==> src/design/bpct_pkg.sv <==
// shared types, widths and constants of the bandwidth pipe completion timer
`default_nettype none

package bpct_pkg;

   // field widths
   localparam int NOW_WIDTH       = 64;
   localparam int LEN_WIDTH       = 32;
   localparam int BW_WIDTH        = 40;
   localparam int NS_WIDTH        = 30;
   localparam int PROD_WIDTH      = LEN_WIDTH + NS_WIDTH;
   localparam int DIV_WIDTH       = 64;
   localparam int TOTAL_WIDTH     = 64;
   localparam int CSR_INDEX_WIDTH = 4;

   // nanoseconds per second and bandwidth after reset
   localparam logic [NS_WIDTH-1:0] NS_PER_SEC = 30'd1000000000;
   localparam logic [BW_WIDTH-1:0] BW_RESET   = 40'd1000000000;

   // depth of the queue between front and back
   localparam int QUEUE_DEPTH_DEFAULT = 2;

   // request opcodes
   typedef enum logic [1:0] {
      OP_WRITE_START = 2'd0,
      OP_WRITE_DONE  = 2'd1,
      OP_READ_START  = 2'd2,
      OP_READ_DONE   = 2'd3
   } bpct_op_type;

   // result actions
   localparam logic ACT_SCHEDULE = 1'b0;
   localparam logic ACT_REPLY    = 1'b1;

   // register indexes
   localparam logic [CSR_INDEX_WIDTH-1:0] CSR_WRITE_BW = 4'd0;
   localparam logic [CSR_INDEX_WIDTH-1:0] CSR_READ_BW  = 4'd1;

   // request transaction
   typedef struct packed {
      bpct_op_type          op;
      logic [NOW_WIDTH-1:0] now_ns;
      logic [LEN_WIDTH-1:0] length;
   } bpct_req_type;

   // result transaction
   typedef struct packed {
      logic                   action;
      bpct_op_type            next_op;
      logic [NOW_WIDTH-1:0]   delay_ns;
      logic [LEN_WIDTH-1:0]   reply_length;
      logic [TOTAL_WIDTH-1:0] writes_total;
      logic [TOTAL_WIDTH-1:0] reads_total;
      logic [TOTAL_WIDTH-1:0] bytes_written_total;
      logic [TOTAL_WIDTH-1:0] bytes_read_total;
      logic [TOTAL_WIDTH-1:0] write_delay_total;
      logic [TOTAL_WIDTH-1:0] read_delay_total;
   } bpct_rsp_type;

   // classified request held in the queue
   typedef struct packed {
      bpct_op_type           op;
      logic                  is_start;
      logic                  is_write;
      logic [NOW_WIDTH-1:0]  now_ns;
      logic [LEN_WIDTH-1:0]  length;
      logic [PROD_WIDTH-1:0] product;
   } bpct_item_type;

   // divider start request
   typedef struct packed {
      logic                 start;
      logic [DIV_WIDTH-1:0] dividend;
      logic [BW_WIDTH-1:0]  divisor;
   } bpct_div_req_type;

   // divider completion
   typedef struct packed {
      logic                 done;
      logic [DIV_WIDTH-1:0] quotient;
   } bpct_div_rsp_type;

endpackage

`default_nettype wire

==> src/design/bpct_back.sv <==
// back end: pipe timing, running totals, bandwidth registers and result register
`default_nettype none

module bpct_back (
   input  wire logic                                      clock,
   input  wire logic                                      reset,
   input  wire logic                                      csr_valid,
   output logic                                           csr_ready,
   input  wire logic [bpct_pkg::CSR_INDEX_WIDTH-1:0]      csr_index,
   input  wire logic [bpct_pkg::BW_WIDTH-1:0]             csr_data,
   input  wire logic                                      q_valid,
   input  wire bpct_pkg::bpct_item_type                   q_head,
   output logic                                           q_pop,
   output bpct_pkg::bpct_div_req_type                     div_req,
   input  wire bpct_pkg::bpct_div_rsp_type                div_rsp,
   output logic                                           rsp_empty,
   input  wire logic                                      rsp_pop,
   output bpct_pkg::bpct_rsp_type                         rsp_item
);
   import bpct_pkg::*;

   typedef enum logic [1:0] {
      ST_IDLE,
      ST_DIV,
      ST_FIN
   } state_type;

   state_type               state_ff;
   logic                    rsp_valid_ff;
   bpct_rsp_type            rsp_ff;

   logic [BW_WIDTH-1:0]     write_bw_ff;
   logic [BW_WIDTH-1:0]     read_bw_ff;

   logic [NOW_WIDTH-1:0]    write_free_ff, write_free_in;
   logic [NOW_WIDTH-1:0]    read_free_ff, read_free_in;
   logic [TOTAL_WIDTH-1:0]  write_count_ff, write_count_in;
   logic [TOTAL_WIDTH-1:0]  read_count_ff, read_count_in;
   logic [TOTAL_WIDTH-1:0]  written_bytes_ff, written_bytes_in;
   logic [TOTAL_WIDTH-1:0]  read_bytes_ff, read_bytes_in;
   logic [TOTAL_WIDTH-1:0]  write_delay_ff, write_delay_in;
   logic [TOTAL_WIDTH-1:0]  read_delay_ff, read_delay_in;

   bpct_op_type             op_ff;
   logic [NOW_WIDTH-1:0]    now_ff;
   logic [LEN_WIDTH-1:0]    length_ff;
   logic [NOW_WIDTH-1:0]    backlog_ff, backlog_in;
   logic [NOW_WIDTH-1:0]    delay_ff, delay_in;

   logic [NOW_WIDTH-1:0]    head_free;
   logic [NOW_WIDTH:0]      delay_sum;
   logic [NOW_WIDTH:0]      free_sum;
   logic [NOW_WIDTH-1:0]    free_sat;
   logic                    action_in;
   bpct_op_type             next_op_in;
   logic [LEN_WIDTH-1:0]    reply_in;
   logic                    out_free;
   logic                    dispatch;
   logic                    load_rsp;

   assign csr_ready = 1'b1;
   assign rsp_empty = !rsp_valid_ff;
   assign rsp_item  = rsp_ff;
   assign out_free  = !rsp_valid_ff || rsp_pop;
   assign load_rsp  = (state_ff == ST_FIN) && out_free;

   // dispatch from the queue and start the divider for start requests
   assign dispatch         = (state_ff == ST_IDLE) && q_valid;
   assign q_pop            = dispatch;
   assign div_req.start    = dispatch && q_head.is_start;
   assign div_req.dividend = DIV_WIDTH'(q_head.product);
   assign div_req.divisor  = q_head.is_write ? write_bw_ff : read_bw_ff;

   // backlog of the addressed pipe
   assign head_free  = q_head.is_write ? write_free_ff : read_free_ff;
   assign backlog_in = (head_free > q_head.now_ns) ? head_free - q_head.now_ns : '0;

   // saturating delay and free time
   assign delay_sum = {1'b0, backlog_ff} + {1'b0, div_rsp.quotient};
   assign delay_in  = delay_sum[NOW_WIDTH] ? '1 : delay_sum[NOW_WIDTH-1:0];
   assign free_sum  = {1'b0, now_ff} + {1'b0, delay_ff};
   assign free_sat  = free_sum[NOW_WIDTH] ? '1 : free_sum[NOW_WIDTH-1:0];

   // state and totals after the current request
   always_comb begin
      write_free_in    = write_free_ff;
      read_free_in     = read_free_ff;
      write_count_in   = write_count_ff;
      read_count_in    = read_count_ff;
      written_bytes_in = written_bytes_ff;
      read_bytes_in    = read_bytes_ff;
      write_delay_in   = write_delay_ff;
      read_delay_in    = read_delay_ff;
      action_in        = ACT_SCHEDULE;
      next_op_in       = OP_WRITE_DONE;
      reply_in         = length_ff;
      case (op_ff)
         OP_WRITE_START: begin
            write_free_in    = free_sat;
            write_count_in   = write_count_ff + 1'b1;
            written_bytes_in = written_bytes_ff + TOTAL_WIDTH'(length_ff);
            write_delay_in   = write_delay_ff + delay_ff;
         end
         OP_WRITE_DONE: begin
            action_in = ACT_REPLY;
            reply_in  = '0;
         end
         OP_READ_START: begin
            read_free_in  = free_sat;
            read_delay_in = read_delay_ff + delay_ff;
            next_op_in    = OP_READ_DONE;
         end
         OP_READ_DONE: begin
            read_count_in = read_count_ff + 1'b1;
            read_bytes_in = read_bytes_ff + TOTAL_WIDTH'(length_ff);
            action_in     = ACT_REPLY;
            next_op_in    = OP_READ_DONE;
         end
         default: begin
         end
      endcase
   end

   // sequencer, architectural state and result register
   always_ff @(posedge clock) begin
      if (reset) begin
         state_ff         <= ST_IDLE;
         rsp_valid_ff     <= 1'b0;
         write_bw_ff      <= BW_RESET;
         read_bw_ff       <= BW_RESET;
         write_free_ff    <= '0;
         read_free_ff     <= '0;
         write_count_ff   <= '0;
         read_count_ff    <= '0;
         written_bytes_ff <= '0;
         read_bytes_ff    <= '0;
         write_delay_ff   <= '0;
         read_delay_ff    <= '0;
      end else begin
         // register writes
         if (csr_valid) begin
            case (csr_index)
               CSR_WRITE_BW: write_bw_ff <= csr_data;
               CSR_READ_BW:  read_bw_ff  <= csr_data;
               default: begin
               end
            endcase
         end

         // result held until taken, refilled when the current request finishes
         rsp_valid_ff <= load_rsp || (rsp_valid_ff && !rsp_pop);

         case (state_ff)
            ST_IDLE: begin
               if (q_valid) begin
                  op_ff      <= q_head.op;
                  now_ff     <= q_head.now_ns;
                  length_ff  <= q_head.length;
                  backlog_ff <= backlog_in;
                  delay_ff   <= '0;
                  state_ff   <= q_head.is_start ? ST_DIV : ST_FIN;
               end
            end
            ST_DIV: begin
               if (div_rsp.done) begin
                  delay_ff <= delay_in;
                  state_ff <= ST_FIN;
               end
            end
            ST_FIN: begin
               if (out_free) begin
                  write_free_ff          <= write_free_in;
                  read_free_ff           <= read_free_in;
                  write_count_ff         <= write_count_in;
                  read_count_ff          <= read_count_in;
                  written_bytes_ff       <= written_bytes_in;
                  read_bytes_ff          <= read_bytes_in;
                  write_delay_ff         <= write_delay_in;
                  read_delay_ff          <= read_delay_in;
                  rsp_ff.action              <= action_in;
                  rsp_ff.next_op             <= next_op_in;
                  rsp_ff.delay_ns            <= delay_ff;
                  rsp_ff.reply_length        <= reply_in;
                  rsp_ff.writes_total        <= write_count_in;
                  rsp_ff.reads_total         <= read_count_in;
                  rsp_ff.bytes_written_total <= written_bytes_in;
                  rsp_ff.bytes_read_total    <= read_bytes_in;
                  rsp_ff.write_delay_total   <= write_delay_in;
                  rsp_ff.read_delay_total    <= read_delay_in;
                  state_ff               <= ST_IDLE;
               end
            end
            default: begin
               state_ff <= ST_IDLE;
            end
         endcase
      end
   end

endmodule

`default_nettype wire

==> config.mk <==
export PLATFORM = sky130hd
export DESIGN_NAME = bpct_back
export DESIGN_NICKNAME = d
export VERILOG_FILES = /design/src/design/bpct_pkg.sv /design/src/design/bpct_back.sv
export SDC_FILE = /design/constraint.sdc
export NUM_CORES = 2
export LEC_CHECK = 0
export BUFFER_PORTS_ARGS = -buffer_cell sky130_fd_sc_hd__buf_2
export CORE_UTILIZATION = 30
export DETAILED_ROUTE_END_ITERATION = 10
export GPL_ROUTABILITY_DRIVEN = 0
export SYNTH_ARGS = -nofsm -noshare
export SYNTH_HDL_FRONTEND = slang
export SYNTH_SLANG_ARGS = --single-unit
==> constraint.sdc <==
create_clock -name clock -period 76 [get_ports clock]
set_clock_uncertainty 0.05 [all_clocks]
set_input_delay 11.4 -clock clock [delete_from_list [all_inputs] [get_ports clock]]
set_output_delay 11.4 -clock clock [all_outputs]
set_load 0.02 [all_outputs]
* Yosys cells after proc, flatten, opt, wreduce, memory -nomap -nowiden
Index checks and enable logic that the tools add are counted.
Widths: inputs -> output; s select.
** Word-level totals
- Register bits after elaboration :: 1304
- Bits in latches :: 0
- RAM bits :: 0
- ROM bits :: 0
- Input bits :: 276
- Output and inout port bits :: 591
- Logic and storage cells :: 90
- Memories :: 0
** Cells by class
- $add $sub $neg :: 9
- $mul :: 0
- Div/mod/pow operators :: 0
- Order comparisons :: 1
- Equality and inequality tests :: 9
- Shift operators :: 0
- Multiplexer cells :: 20
- Bitwise gates (word level) :: 1
- Reductions and logical operators :: 23
** Operator list (count)
- $mux 64 :: 11
- $add 64x64->65 :: 2
- $add 64x1->64 const B :: 2
- $add 64x32->64 :: 2
- $add 64x64->64 :: 2
- $pmux 64 s2 :: 1
- $gt 64x64->1 :: 1
- $sub 64x64->64 :: 1
- $mux 40 :: 1
- $reduce_and 3->1 :: 5
- $mux 2 :: 5
- $eq 2x2->1 const B :: 3
- $ne 2x2->1 const B :: 3
- $pmux 2 s3 :: 1
- $reduce_and 2->1 :: 3
- $eq 2x1->1 const B :: 2
- $eq 4x1->1 const B :: 1
- $logic_and 1x1->1 :: 4
- $logic_not 2->1 :: 2
- $logic_not 4->1 :: 1
- $reduce_and 4->1 :: 1
- $reduce_or 2->1 :: 2
- $logic_not 1->1 :: 2
- $logic_or 1x1->1 :: 2
- 3 further kinds :: 3

* Longest topological paths before layout
- Word-level depth :: 4
- Mapped depth :: 18
- Mapped depth without buffers :: 14

* Worst setup path after synthesis
Ideal clock, no wire load.
- Path kind :: input to register
- Start point :: input port reset
- End point :: register rsp_ff (netlist bit rsp_item[0]) (enable)
- Library setup time :: 1341 ps
- Arrival time :: 32125 ps
- Required time :: 74609 ps
- Setup slack :: 42484 ps
- Cell stages on the path :: 5
- Buffers on the path :: 4
- Path through :: clkbuf_1 > clkbuf_1 > clkbuf_1 > clkbuf_1 > nor2_1
** On the way
- Cells in the longest elaborated chain, start to end :: 2
** RTL lines
- from (decl) :: RTL line bpct_back.sv:6 : input wire logic reset,
- $not 1->1 (no source line)
- $reduce_and 3->1 (no source line)
- to (decl) :: RTL line bpct_back.sv:30 : bpct_rsp_type rsp_ff;
Every way passes these cells.
A chain may end at the register's enable or synchronous reset.

==> impl_metrics.ini <==
[global_route]
grt_pass1_wl_um = 364000
antenna_found_initial = 45
grt_max_degree = 153
gr-total-overflow = 0
grt_pass1_vias = 59055
grt_usage = 0.193

[cts]
ctsResizeCount = 0
cts.sinks = 1303
worstSkewPairLatency_ns = 0.81
clk_root_buffer_cell = clkbuf_16
cts_buffers = 154
cts_tree = done
hold_buffers = 0
post_cts_buffers = 0
htreeDepth = 4
cts.clk_slew.worst_paths_ns = 0.06
cts_buffer_depth = 3

[sta]
fmaxAchievable_mhz = 41.2
drv_slew = 0
finalHoldViolCount = 0
finalCritPeriodShare = 0.319
setup-violations-final = 0
tightest_slew_ns = 1.20
rsz0062_at_grt = no
period_needed_ns = 24.28
tns_ns = 0
relSlewSlack = 0.178

[floorplanning]
die_w_um = 496
start_util = 0.302
io_pins = 867
core_sq_um = 243000
num_rows = 181
die_y_um = 496
dieArea_sq_um = 246000

[logic_synthesis]
ys_seq_area_frac = 0.453
ys_ff_latch = 1303
synth-edff-count = 708
synthArstFlopShare = 0
postSynthAreaPerCell_sq_um = 9.11
synth_flop_cell = edfxtp_1
postSynthCellCount = 8049
synth_area_sq_um = 73300
synth.distinct_cells = 94
synth_warnings = 0

[power_and_ir_drop]
p_per_area_nw_per_um2 = 20.7
p_leak_nw = 33.7
vdd_drop_max_uv = 17.7

[final_layout]
drive_above_1_share = 0.142
fin_nets = 9176
area_growth_pct = 15.9
final_cell_count_no_fill = 11849

[critical_path]
r2r-start = delay_ff[25]
slowest_stage = buf_4
r2r_slack_ns = 70.64
rr_worst_depth = 13
cpMostUsedCell = buf_4
crit_fanout = 41
max_stage_delay_ns = 0.58
endpoint_kind = primary output
critPathRequiredTime_ns = 64.55
startpoint_type = input port
worstSetupPathType = in2out
crit_chain = buf_4 -> buf_4 -> mux2_2 -> buf_2
reg2reg_to = write_free_ff[17]
cp_num_buf_inv = 3
crit_arrival_ns = 12.83
cp_top_family = buffers and inverters

[route]
vias_per_cell = 5.25
ant_nets = 0
wl_per_cell_um = 21.0
drt-initial-drc-count = 4690
drc_errors = 0
routed-via-count = 62195
dr.pass1.iters = 6
drt_wl_total_um = 249000

[worst_hold_path]
holdPathStages = 2
hold_end = read_bw_ff[34]
hold_class = reg2reg
worstHoldStart = read_bw_ff[34]

[placed_design]
dp_cells = 11555
dp_hpwl_um = 188000
port_buffers = 738

[job]
maxCapViolCount = 0

[run_status]
status = finished clean
## metal layers
| metal | GRT usage | share of wire |
|---|---|---|
| met2 | 0.326 | 0.47 |
| met3 | 0.0441 | 0.080 |
| met5 | 0 | 0.0021 |
| met4 | 0.0730 | 0.039 |
| met1 | 0.238 | 0.41 |
## synthesized netlist by cell type (88+ instances only)
cell type | n | area share
or3_1 | 88 | 0.0075
nand2_1 | 1196 | 0.061
dfxtp_1 | 595 | 0.16
inv_1 | 169 | 0.0087
xnor2_1 | 318 | 0.038
nand3_1 | 189 | 0.013
xor2_1 | 332 | 0.040
edfxtp_1 | 708 | 0.29
clkbuf_1 | 382 | 0.020
a21o_1 | 230 | 0.024
mux2_2 | 106 | 0.016
ha_1 | 384 | 0.066
a211oi_1 | 108 | 0.011
nor2_1 | 772 | 0.040
nor3_1 | 194 | 0.013
a21oi_1 | 690 | 0.047
o21ai_0 | 428 | 0.029
nand4_1 | 142 | 0.012
## worst max path at each step
stage | startpoint | endpoint | slack (ns) | cells after the start
floorplan | reset | rsp_item[0] | 42.48 | 5
global placement | q_head[158] | div_req[28] | 51.76 | 4
detailed placement | q_head[158] | div_req[24] | 51.71 | 4
CTS | q_head[158] | div_req[24] | 51.71 | 4
global route | q_head[158] | div_req[24] | 51.66 | 4
finish | q_head[158] | div_req[24] | 51.72 | 4
## logic make-up after synthesis
logic type                 synth area share
xor gates and xnor gates             0.0777
adders and majority gates            0.0675
other                              0.000102
and+or+nand+nor                       0.188
buffers and inverters                0.0379
muxes                                0.0171
AOI/OAI and AO/OA                     0.159
DFF                                   0.453
## worst register-to-register path, cell delays in order, from the launching register on
cell,delay [ns]
edfxtp_1,0.63
ha_1,0.56
nand4_1,0.28
or3_1,0.42
nand4bb_1,0.29
o211a_1,0.29
a2111oi_1,0.93
o22ai_1,0.30
o21ai_1,0.32
o21ai_1,0.16
a21oi_2,0.14
buf_4,0.38
nor2_1,0.20
a211oi_1,0.32
## placed cells by master, fill, tap and decap left out, types with 169 or more instances in the layout
master / instances
nand3_1: 189
ha_1: 384
buf_2: 736
nor3_1: 192
inv_1: 169
nor2_1: 768
nand2_1: 1193
edfxtp_1: 708
xor2_1: 332
o21ai_0: 428
a21o_1: 230
xnor2_1: 318
dfxtp_1: 595
a21oi_1: 689
## metrics by stage
step / cell area, sq um / worst slack, ns / total power, mW / hold WS, ns / util
2_1_floorplan: 73300 / 42.48 / 0.926 / 0.383 / -
3_3_place_gp: 79500 / 51.76 / 0.977 / 0.388 / 0.327
3_5_place_dp: 79500 / 51.71 / 0.979 / 0.397 / 0.327
4_1_cts: 85000 / 51.71 / 1.77 / 0.405 / 0.350
5_1_grt: 85000 / 51.66 / 1.82 / 0.425 / 0.350
6_report: 85000 / 51.72 / 1.76 / 0.405 / 0.350
## power breakdown
| part | internal, mW | switching, mW | leakage (nW) |
|---|---|---|---|
| clock network | 0.461 | 0.328 | 2.63 |
| logic | 0.0642 | 0.128 | 19.7 |
| registers | 0.759 | 0.0165 | 11.4 |
| total | 1.28 | 0.472 | 33.7 |
## sequential cells by signal, summed over array words and instances, names as in the netlist
signal and cells:
backlog_ff 64, delay_ff 64, length_ff 32, now_ff 64
op_ff 2, read_bw_ff 40, read_bytes_ff 64, read_count_ff 64
read_delay_ff 64, read_free_ff 64, rsp_item 482, rsp_valid_ff 1
state_ff 2, write_bw_ff 40, write_count_ff 64, write_delay_ff 64
write_free_ff 64, written_bytes_ff 64
## cell type report
cell class | instances | area [sq um]
repair buffers | 799 | 4200
diodes | 7 | 17.5
inverters | 169 | 634
clock inverters | 89 | 1120
fillers | 24528 | 158000
clock buffers | 198 | 4330
flip-flops and latches | 1303 | 33200
well taps | 3202 | 4010
multi-input cells | 6082 | 37500
(Power assumes the default switching activity.)
