===== config.mk =====
export PLATFORM = sky130hd
export DESIGN_NAME = bpct_front
export DESIGN_NICKNAME = d
export VERILOG_FILES = /design/src/design/bpct_pkg.sv /design/src/design/bpct_front.sv
export SDC_FILE = /design/constraint.sdc
export NUM_CORES = 1
export LEC_CHECK = 0
export ABC_AREA = 1
export BUFFER_PORTS_ARGS = -buffer_cell sky130_fd_sc_hd__buf_2
export CAP_MARGIN = 20
export CORE_MARGIN = 3
export CORE_UTILIZATION = 37
export CTS_CLUSTER_DIAMETER = 80
export CTS_CLUSTER_SIZE = 30
export DETAILED_ROUTE_END_ITERATION = 12
export GPL_ROUTABILITY_DRIVEN = 0
export GPL_TIMING_DRIVEN = 0
export HOLD_SLACK_MARGIN = 0.06
export SLEW_MARGIN = 10
export SYNTH_ARGS = -nofsm -noshare
export SYNTH_HDL_FRONTEND = slang
export SYNTH_SLANG_ARGS = --single-unit

===== constraint.sdc =====
create_clock -name clock -period 10.3 [get_ports clock]
set_clock_uncertainty 0.15 [all_clocks]
set_input_delay 2.06 -clock clock [delete_from_list [all_inputs] [get_ports clock]]
set_output_delay 2.06 -clock clock [all_outputs]
set_load 0.005 [all_outputs]

===== src/design/bpct_pkg.sv =====
// shared types, widths and constants of the bandwidth pipe completion timer
`default_nettype none

package bpct_pkg;

   // field widths
   localparam int NOW_WIDTH       = 64;
   localparam int LEN_WIDTH       = 32;
   localparam int BW_WIDTH        = 40;
   localparam int NS_WIDTH        = 30;
   localparam int PROD_WIDTH      = LEN_WIDTH + NS_WIDTH;
   localparam int DIV_WIDTH       = 64;
   localparam int TOTAL_WIDTH     = 64;
   localparam int CSR_INDEX_WIDTH = 4;

   // nanoseconds per second and bandwidth after reset
   localparam logic [NS_WIDTH-1:0] NS_PER_SEC = 30'd1000000000;
   localparam logic [BW_WIDTH-1:0] BW_RESET   = 40'd1000000000;

   // depth of the queue between front and back
   localparam int QUEUE_DEPTH_DEFAULT = 2;

   // request opcodes
   typedef enum logic [1:0] {
      OP_WRITE_START = 2'd0,
      OP_WRITE_DONE  = 2'd1,
      OP_READ_START  = 2'd2,
      OP_READ_DONE   = 2'd3
   } bpct_op_type;

   // result actions
   localparam logic ACT_SCHEDULE = 1'b0;
   localparam logic ACT_REPLY    = 1'b1;

   // register indexes
   localparam logic [CSR_INDEX_WIDTH-1:0] CSR_WRITE_BW = 4'd0;
   localparam logic [CSR_INDEX_WIDTH-1:0] CSR_READ_BW  = 4'd1;

   // request transaction
   typedef struct packed {
      bpct_op_type          op;
      logic [NOW_WIDTH-1:0] now_ns;
      logic [LEN_WIDTH-1:0] length;
   } bpct_req_type;

   // result transaction
   typedef struct packed {
      logic                   action;
      bpct_op_type            next_op;
      logic [NOW_WIDTH-1:0]   delay_ns;
      logic [LEN_WIDTH-1:0]   reply_length;
      logic [TOTAL_WIDTH-1:0] writes_total;
      logic [TOTAL_WIDTH-1:0] reads_total;
      logic [TOTAL_WIDTH-1:0] bytes_written_total;
      logic [TOTAL_WIDTH-1:0] bytes_read_total;
      logic [TOTAL_WIDTH-1:0] write_delay_total;
      logic [TOTAL_WIDTH-1:0] read_delay_total;
   } bpct_rsp_type;

   // classified request held in the queue
   typedef struct packed {
      bpct_op_type           op;
      logic                  is_start;
      logic                  is_write;
      logic [NOW_WIDTH-1:0]  now_ns;
      logic [LEN_WIDTH-1:0]  length;
      logic [PROD_WIDTH-1:0] product;
   } bpct_item_type;

   // divider start request
   typedef struct packed {
      logic                 start;
      logic [DIV_WIDTH-1:0] dividend;
      logic [BW_WIDTH-1:0]  divisor;
   } bpct_div_req_type;

   // divider completion
   typedef struct packed {
      logic                 done;
      logic [DIV_WIDTH-1:0] quotient;
   } bpct_div_rsp_type;

endpackage

`default_nettype wire


===== src/design/bpct_front.sv =====
// front end: accepts and classifies requests, scales length, queues them for the back end
`default_nettype none

module bpct_front #(
   parameter int QUEUE_DEPTH = bpct_pkg::QUEUE_DEPTH_DEFAULT
) (
   input  wire logic                    clock,
   input  wire logic                    reset,
   input  wire logic                    req_push,
   output logic                         req_full,
   input  wire bpct_pkg::bpct_req_type  req_item,
   output logic                         q_valid,
   output bpct_pkg::bpct_item_type      q_head,
   input  wire logic                    q_pop
);
   import bpct_pkg::*;

   localparam int PTR_WIDTH = $clog2(QUEUE_DEPTH);
   localparam int CNT_WIDTH = $clog2(QUEUE_DEPTH + 1);

   bpct_item_type          queue_mem_ff [QUEUE_DEPTH];
   logic [PTR_WIDTH-1:0]   wr_ptr_ff, wr_ptr_in;
   logic [PTR_WIDTH-1:0]   rd_ptr_ff, rd_ptr_in;
   logic [CNT_WIDTH-1:0]   count_ff, count_in;
   bpct_item_type          entry_in;
   logic                   push_ok;
   logic                   pop_ok;

   // classify and scale the incoming request
   always_comb begin
      entry_in.op       = req_item.op;
      entry_in.is_start = (req_item.op == OP_WRITE_START) || (req_item.op == OP_READ_START);
      entry_in.is_write = (req_item.op == OP_WRITE_START) || (req_item.op == OP_WRITE_DONE);
      entry_in.now_ns   = req_item.now_ns;
      entry_in.length   = req_item.length;
      entry_in.product  = PROD_WIDTH'(req_item.length) * PROD_WIDTH'(NS_PER_SEC);
   end

   // queue status
   assign req_full = (count_ff == CNT_WIDTH'(QUEUE_DEPTH));
   assign q_valid  = (count_ff != '0);
   assign push_ok  = req_push && !req_full;
   assign pop_ok   = q_pop && q_valid;
   assign q_head   = queue_mem_ff[rd_ptr_ff];

   // pointer and count update
   always_comb begin
      wr_ptr_in = wr_ptr_ff;
      rd_ptr_in = rd_ptr_ff;
      count_in  = count_ff;
      if (push_ok) begin
         wr_ptr_in = (wr_ptr_ff == PTR_WIDTH'(QUEUE_DEPTH - 1)) ? '0 : wr_ptr_ff + 1'b1;
      end
      if (pop_ok) begin
         rd_ptr_in = (rd_ptr_ff == PTR_WIDTH'(QUEUE_DEPTH - 1)) ? '0 : rd_ptr_ff + 1'b1;
      end
      if (push_ok && !pop_ok) begin
         count_in = count_ff + 1'b1;
      end else if (pop_ok && !push_ok) begin
         count_in = count_ff - 1'b1;
      end
   end

   // queue control registers
   always_ff @(posedge clock) begin
      if (reset) begin
         wr_ptr_ff <= '0;
         rd_ptr_ff <= '0;
         count_ff  <= '0;
      end else begin
         wr_ptr_ff <= wr_ptr_in;
         rd_ptr_ff <= rd_ptr_in;
         count_ff  <= count_in;
      end
   end

   // queue storage
   always_ff @(posedge clock) begin
      if (push_ok) begin
         queue_mem_ff[wr_ptr_ff] <= entry_in;
      end
   end

endmodule

`default_nettype wire


; ---- Word level (Yosys, flattened, before mapping)
; Memories as Yosys holds them, arrays and structs flattened. A register that Yosys moved wholly into a read port is not among the register bits.
; Index checks and enable logic that the tools add are counted.
[op_classes]
addsub = 4
multipliers = 1
n_eq_ne = 3
n_mux = 8
reduce_logical = 12
[ops]
columns = cell, n
row1 = $mul 32x21->53 const B, 1
row2 = $mux 1, 6
row3 = $eq 2x2->1 const B, 2
row4 = $logic_and 1x1->1, 4
row5 = $mux 2, 2
row6 = $reduce_bool 2->1, 2
row7 = $logic_not 1->1, 3
row8 = $add 1x1->1 const B, 2
row9 = $add 2x1->2 const B, 1
row10 = $eq 2x1->1 const B, 1
row11 = $logic_not 2->1, 1
row12 = $logic_or 1x1->1, 2
row13 = $sub 2x1->2 const B, 1
[totals]
regBits = 4
ramBits = 306
inputBits = 102
output_inout_bits = 164
memories = 1
[memory_table]
columns = name, words, word_bits, read_ports, rd_ports_with_merged_regs, write_ports, line_no
row1 = queue_mem_ff, 2, 153, 1, 1, 1, bpct_front.sv:21  ; bpct_item_type queue_mem_ff [QUEUE_DEPTH];

; ---- Depth between registers and ports, before layout
; Gate-level depths: netlist of run 1.
[logic_depth]
word_depth = 7
depth_mapped = 26
ltp_nobuf = 26

; ---- Least setup slack after synthesis of run 1
; Ideal clock, no wire load.
[synth_path]
kind = in2reg
start = input req_push
end = memory queue_mem_ff[1][100] in the netlist's numbering (enable)
t_arrival_ns = 8.491
setup_slack_ns = 0.994
cell_stages = 2
n_path_buf = 0
path_cell_list = o21ai_0 > nor2_1
[synth_via]
elab_chain_len = 3
[synth_lines]
columns = item, line_no
row1 = from (decl), bpct_front.sv:9  ; input wire logic req_push,
row2 = $logic_and 1x1->1, bpct_front.sv:42  ; assign push_ok = req_push && !req_full;
row3 = $mux 1, bpct_front.sv:79  ; if (push_ok) begin
row4 = $mux 1 (implied by the code), bpct_front.sv:80  ; queue_mem_ff[wr_ptr_ff] <= entry_in;
row5 = to (decl), bpct_front.sv:21
; Every way passes these cells.

==> flow_metrics.tcl, run 1 <==
set metrics [dict create \
    grt_max_degree 31 \
    fp.dieH_um 273 \
    cpMaxStageDelayCell "fa_1" \
    clock-sinks 307 \
    initial_core_util 0.375 \
    die_area_um2 74500 \
    dr.pass1.iters 5 \
    grtUsageTotal 0.168 \
    area_growth_pct 13.1 \
    slowest_delay_ns 0.58 \
    regArea_um2 9170 \
    reg2regPathDepth 7 \
    place_area_um2 29100 \
    ys_ff_latch 307 \
    finalSetupViolations 0 \
    port-buffer-count 256 \
    fin_tns_setup_ns 0 \
    die_x_um 273 \
    hold_viol 0 \
    period_minus_slack_ns 7.51 \
    cts_buffers 19 \
    htree_levels 1 \
    instances_no_fill 3735 \
    antenna_found_initial 2 \
    worstReg2RegEnd "queue_mem_ff[1][83]$_DFFE_PP_" \
    worstSetupPathType "in2reg" \
    dr_total_vias 16700 \
    end_kind "flop" \
    gr-total-overflow 0 \
    postCtsSetupBuffers 0 \
    cts_buffer_depth 3 \
    multi_input_area_um2 14300 \
    relSlewSlack 0.519 \
    syn_area_per_cell_um2 10.6 \
    drv_slew 0 \
    cts_root_buf "clkbuf_16" \
    hold-path-endpoint "rd_ptr_ff$_SDFFE_PP0P_" \
    min_from "rd_ptr_ff$_SDFFE_PP0P_" \
    crit_arrival_ns 7.62 \
    crit_chain "buf_2 > inv_1 > fa_1 > fa_1 > fa_1 > fa_1 > fa_1 > inv_1 > fa_1 > inv_1 > fa_1 > inv_1 > ha_1 > nand2_1 > nor2_2 > inv_2 > nor2_2 > nand2_1 > nor2_1 > nand2_1 > nand4_1 > nand2_1" \
    cp_data_required_time_ns 10.41 \
    hold_path_class "reg2reg" \
    num_antenna_cells 0 \
    syn-instance-count 2485 \
    drc_errors 0 \
    final_cell_mix "inv_1 (735), nand2_1 (438), fa_1 (312), edfxtp_1 (302), buf_2 (272)" \
    rsz0062_at_grt "no" \
    ant_nets 0 \
    netlist_area_um2 26400 \
    fmaxAchievable_ghz 0.133 \
    cp-start-kind "primary input" \
    cts_tree "built" \
    drive_gt1_frac 0.187 \
    ctsHoldBuffers 0 \
    fill_cells 6835 \
    grt_pass1_wl_um 96900 \
    status "complete, no violations" \
    startpoint "req_item[8]" \
    r2r_slack_ns 7.66 \
    first_global_vias 17500 \
    final_common_cell "inv_1" \
    clock_latency_ns 0.55 \
    r2r-start "count_ff[1]$_SDFFE_PP0P_" \
    wirelength_um 61000 \
    hpwl_um 51300 \
    wl_per_cell_um 16.3 \
    ys_warn_count 0 \
    synth_cell_types 30 \
    worstMarginPinSlew_ns 0.714 \
    cap_violations 0 \
    final_area_um2 29800 \
    io_pins 266 \
    core_region_area_um2 70300 \
    post_drt_via_cell_ratio 4.46 \
    fin_nets 3462 \
    cp_common_cell "fa_1" \
    clk_pin_slew_ns 0.09 \
    ys_seq_area_frac 0.348 \
    crit_fanout 9 \
    rows 97 \
    whs_path_depth 2 \
    cts_resized 0 \
    min_period_over_period 0.729 \
    dp.cells 3701 \
    fin_util 0.424 \
    drt_iter0_drc 726 \
]
-- stage by stage --
step                      worst slack, ns  hold slack, ns
after floorplan                     0.994           0.304
after CTS                            2.80           0.341
after global routing                 2.47           0.394
final                                2.79           0.341
after detailed placement             2.19           0.327
after global placement              -3.64           0.319
-- cells in the mapped netlist (all sizes together) --
| master | instances | area (µm²) |
|---|---|---|
| nand3b | 1 | 7.51 |
| clkbuf | 1 | 3.75 |
| buf | 27 | 163 |
| dfxtp | 5 | 100 |
| o21bai | 5 | 37.5 |
| nand2 | 444 | 1680 |
| xnor2 | 2 | 17.5 |
| o21ai | 2 | 10.0 |
| xor2 | 26 | 228 |
| conb | 1 | 3.75 |
| edfxtp | 302 | 9070 |
| nand4 | 10 | 62.6 |
| a21o | 1 | 7.51 |
| a21oi | 35 | 175 |
| or2 | 1 | 6.26 |
| o21a | 1 | 7.51 |
| mux2 | 151 | 1700 |
| nor3 | 8 | 50.1 |
| nand3 | 45 | 240 |
| fa | 312 | 6250 |
| ha | 266 | 3330 |
| inv | 739 | 2770 |
| nor2 | 100 | 455 |
-- flip-flops by register name, indices dropped and copies added, names as in the netlist, named ones only --
name,cells
queue_mem_ff,302
count_ff,2
rd_ptr_ff,1
wr_ptr_ff,1
-- critical path: cells and delay by family --
kind,cells,cell delay (ns)
buffers and inverters,6,0.66
AND/OR/NAND/NOR,8,0.94
adder cells (fa/ha/maj),8,3.93
-- worst max-delay path by stage --
stage,end,slack (ns),cells past startpoint
after CTS,queue_mem_ff[0][52]$_DFFE_PP_,2.80,22
after global routing,queue_mem_ff[0][52]$_DFFE_PP_,2.47,22
after global placement,queue_mem_ff[1][77]$_DFFE_PP_,-3.64,3
final,queue_mem_ff[1][52]$_DFFE_PP_,2.79,22
after detailed placement,queue_mem_ff[0][52]$_DFFE_PP_,2.19,22
after floorplan,queue_mem_ff[1][100]$_DFFE_PP_,0.99,2
-- area by class of cell --
class,count,share of cell area
Buffer,28,0.00558
Timing Repair Buffer,268,0.0515
Tap cell,940,0.0394
Sequential cell,307,0.307
Clock inverter,15,0.00738
Multi-Input combinational cell,1419,0.480
Inverter,739,0.0930
Clock buffer,19,0.0159
-- cell families (layout without fill, tap and decap cells) --
logic type	after synthesis	after routing	share of synthesized area
xor gates and xnor gates	28	28	0.00930
AOI/OAI and AO/OA	44	44	0.00901
adders and majority gates	578	578	0.363
buffers and inverters	767	1069	0.111
other	1	9	0.000142
muxes	151	151	0.0645
and+or+nand+nor	609	609	0.0949
DFF	307	307	0.348
-- metal layers --
metal,vias up,global-route usage,wire length [µm]
met5,-,0,20
met1,8145,0.226,27400
met3,54,0.0205,2840
li1,8166,-,-
met2,286,0.292,29500
met4,2,0.0324,1190
Power of run 1 is not shown: default switching activity piles up to over one toggle a cycle in this logic, so the estimate is an artifact.
==> run 2, diff against run 1 <==
- clock period: 10.3 -> 6.47 ns (I/O delays scaled with it)
==> flow_metrics.tcl, run 2 (same netlist as run 1, synthesis figures left out) <==
set metrics [dict create \
    post_drt_via_cell_ratio 4.47 \
    rows 97 \
    clock-sinks 307 \
    worstMarginPinSlew_ns 0.761 \
    relSlewSlack 0.492 \
    cap_violations 0 \
    worstSetupPathType "in2reg" \
    cp_common_cell "fa_1" \
    clk_pin_slew_ns 0.10 \
    path_delay_family "adder cells" \
    end_kind "flop" \
    crit_chain "buf_6 > clkinvlp_4 > fa_1 > fa_1 > fa_1 > fa_1 > fa_1 > inv_1 > fa_1 > inv_1 > fa_1 > inv_1 > ha_4 > nand2_2 > nor2_2 > buf_4 > nand2_1 > nor3_2 > nand3_1 > nand4_1 > nand2_1" \
    dp.cells 3701 \
    wirelength_um 61600 \
    crit_fanout 9 \
    cts_tree "built" \
    cp-start-kind "primary input" \
    clock_latency_ns 0.57 \
    whs_path_depth 2 \
    cpMaxStageDelayCell "fa_1" \
    grt_max_degree 31 \
    cts_buffer_depth 3 \
    reg2regPathDepth 6 \
    ant_nets 0 \
    slowest_delay_ns 0.56 \
    drt_iter0_drc 737 \
    drc_errors 0 \
    final_cell_mix "inv_1 (718), nand2_1 (418), fa_1 (307), edfxtp_1 (302), ha_1 (248)" \
    dr_total_vias 16700 \
    fmaxAchievable_ghz 0.158 \
    final_common_cell "inv_1" \
    core_region_area_um2 70300 \
    cp_data_required_time_ns 6.64 \
    worstReg2RegEnd "queue_mem_ff[0][81]$_DFFE_PP_" \
    drive_gt1_frac 0.222 \
    gr-total-overflow 0 \
    min_period_over_period 0.981 \
    antenna_found_initial 2 \
    r2r_slack_ns 3.98 \
    hold-path-endpoint "rd_ptr_ff$_SDFFE_PP0P_" \
    hold_viol 0 \
    dr.pass1.iters 5 \
    fin_nets 3472 \
    min_from "rd_ptr_ff$_SDFFE_PP0P_" \
    wl_per_cell_um 16.5 \
    htree_levels 1 \
    io_pins 266 \
    ctsHoldBuffers 0 \
    crit_arrival_ns 6.52 \
    worst-path-buf-inv 6 \
    hold_path_class "reg2reg" \
    r2r-start "count_ff[1]$_SDFFE_PP0P_" \
    first_global_vias 17300 \
    initial_core_util 0.375 \
    finalSetupViolations 0 \
    fill_cells 6752 \
    die_x_um 273 \
    reg_top3 "queue_mem_ff (302), count_ff (2)" \
    fin_util 0.435 \
    cts_root_buf "clkbuf_16" \
    grt_pass1_wl_um 95900 \
    drv_slew 0 \
    largest_register_ffs 302 \
    rsz0062_at_grt "yes" \
    cts_buffers 20 \
    instances_no_fill 3747 \
    period_minus_slack_ns 6.35 \
    hpwl_um 51700 \
    fp.dieH_um 273 \
    grtUsageTotal 0.167 \
    fin_tns_setup_ns 0 \
    die_area_um2 74500 \
    area_growth_pct 16.0 \
    status "complete, no violations" \
    top_register "queue_mem_ff" \
    port-buffer-count 256 \
]
## run 2: repair_timing
action / CTS / global route
setup buffers: 0 / 9
resized for setup: 33 / 134
endpoints found under the setup margin: 49 / 62
pin swaps: 0 / 23
## run 2: worst reg2reg max path, cell delays in order, from the launching register on
cell,delay (ns)
dfxtp_1,0.31
inv_1,0.10
o21ai_0,0.25
nor2_4,0.61
buf_12,0.28
buf_12,0.23
buf_12,0.23
## run 2: layer usage
layer | vias to the layer above | global-route usage | part of all wire
li1 | 8212 | - | -
met1 | 8132 | 0.225 | 0.44
met2 | 325 | 0.287 | 0.48
met3 | 68 | 0.0231 | 0.050
met4 | 2 | 0.0357 | 0.024
met5 | - | 0 | 0.00032
## run 2: metrics by stage
stage	worst slack [ns]	hold slack, ns	cell area (µm²)
after floorplan	0.113	0.304	26400
after global placement	-2.44	0.317	28900
after detailed placement	-0.873	0.326	29100
after CTS	0.00221	0.340	30000
after global routing	-0.0886	0.389	30600
final	0.123	0.339	30600
## run 2: final cells by class
class                   instances  area (µm²)  share of cell area
inverters                     739        2810              0.0920
multi-input cells            1419       14700               0.482
clock inverters                16         265             0.00867
flip-flops and latches        307        9170               0.300
clock buffers                  20         500              0.0164
plain buffers                  28         166             0.00544
repair buffers                277        1760              0.0576
well taps                     940        1180              0.0384
diodes                          1        2.50           0.0000818
## run 2: worst max path at each step
stage                 start                       endpoint  cells after the start
2_1_floorplan  req_item[10]  queue_mem_ff[0][35]$_DFFE_PP_                     21
3_3_place_gp       req_push  queue_mem_ff[0][86]$_DFFE_PP_                      3
3_5_place_dp    req_item[9]  queue_mem_ff[1][52]$_DFFE_PP_                     23
4_1_cts         req_item[7]  queue_mem_ff[1][52]$_DFFE_PP_                     22
5_1_grt        req_item[13]  queue_mem_ff[0][49]$_DFFE_PP_                     22
6_report       req_item[13]  queue_mem_ff[0][45]$_DFFE_PP_                     21
Power of run 2 is left out for the same reason.
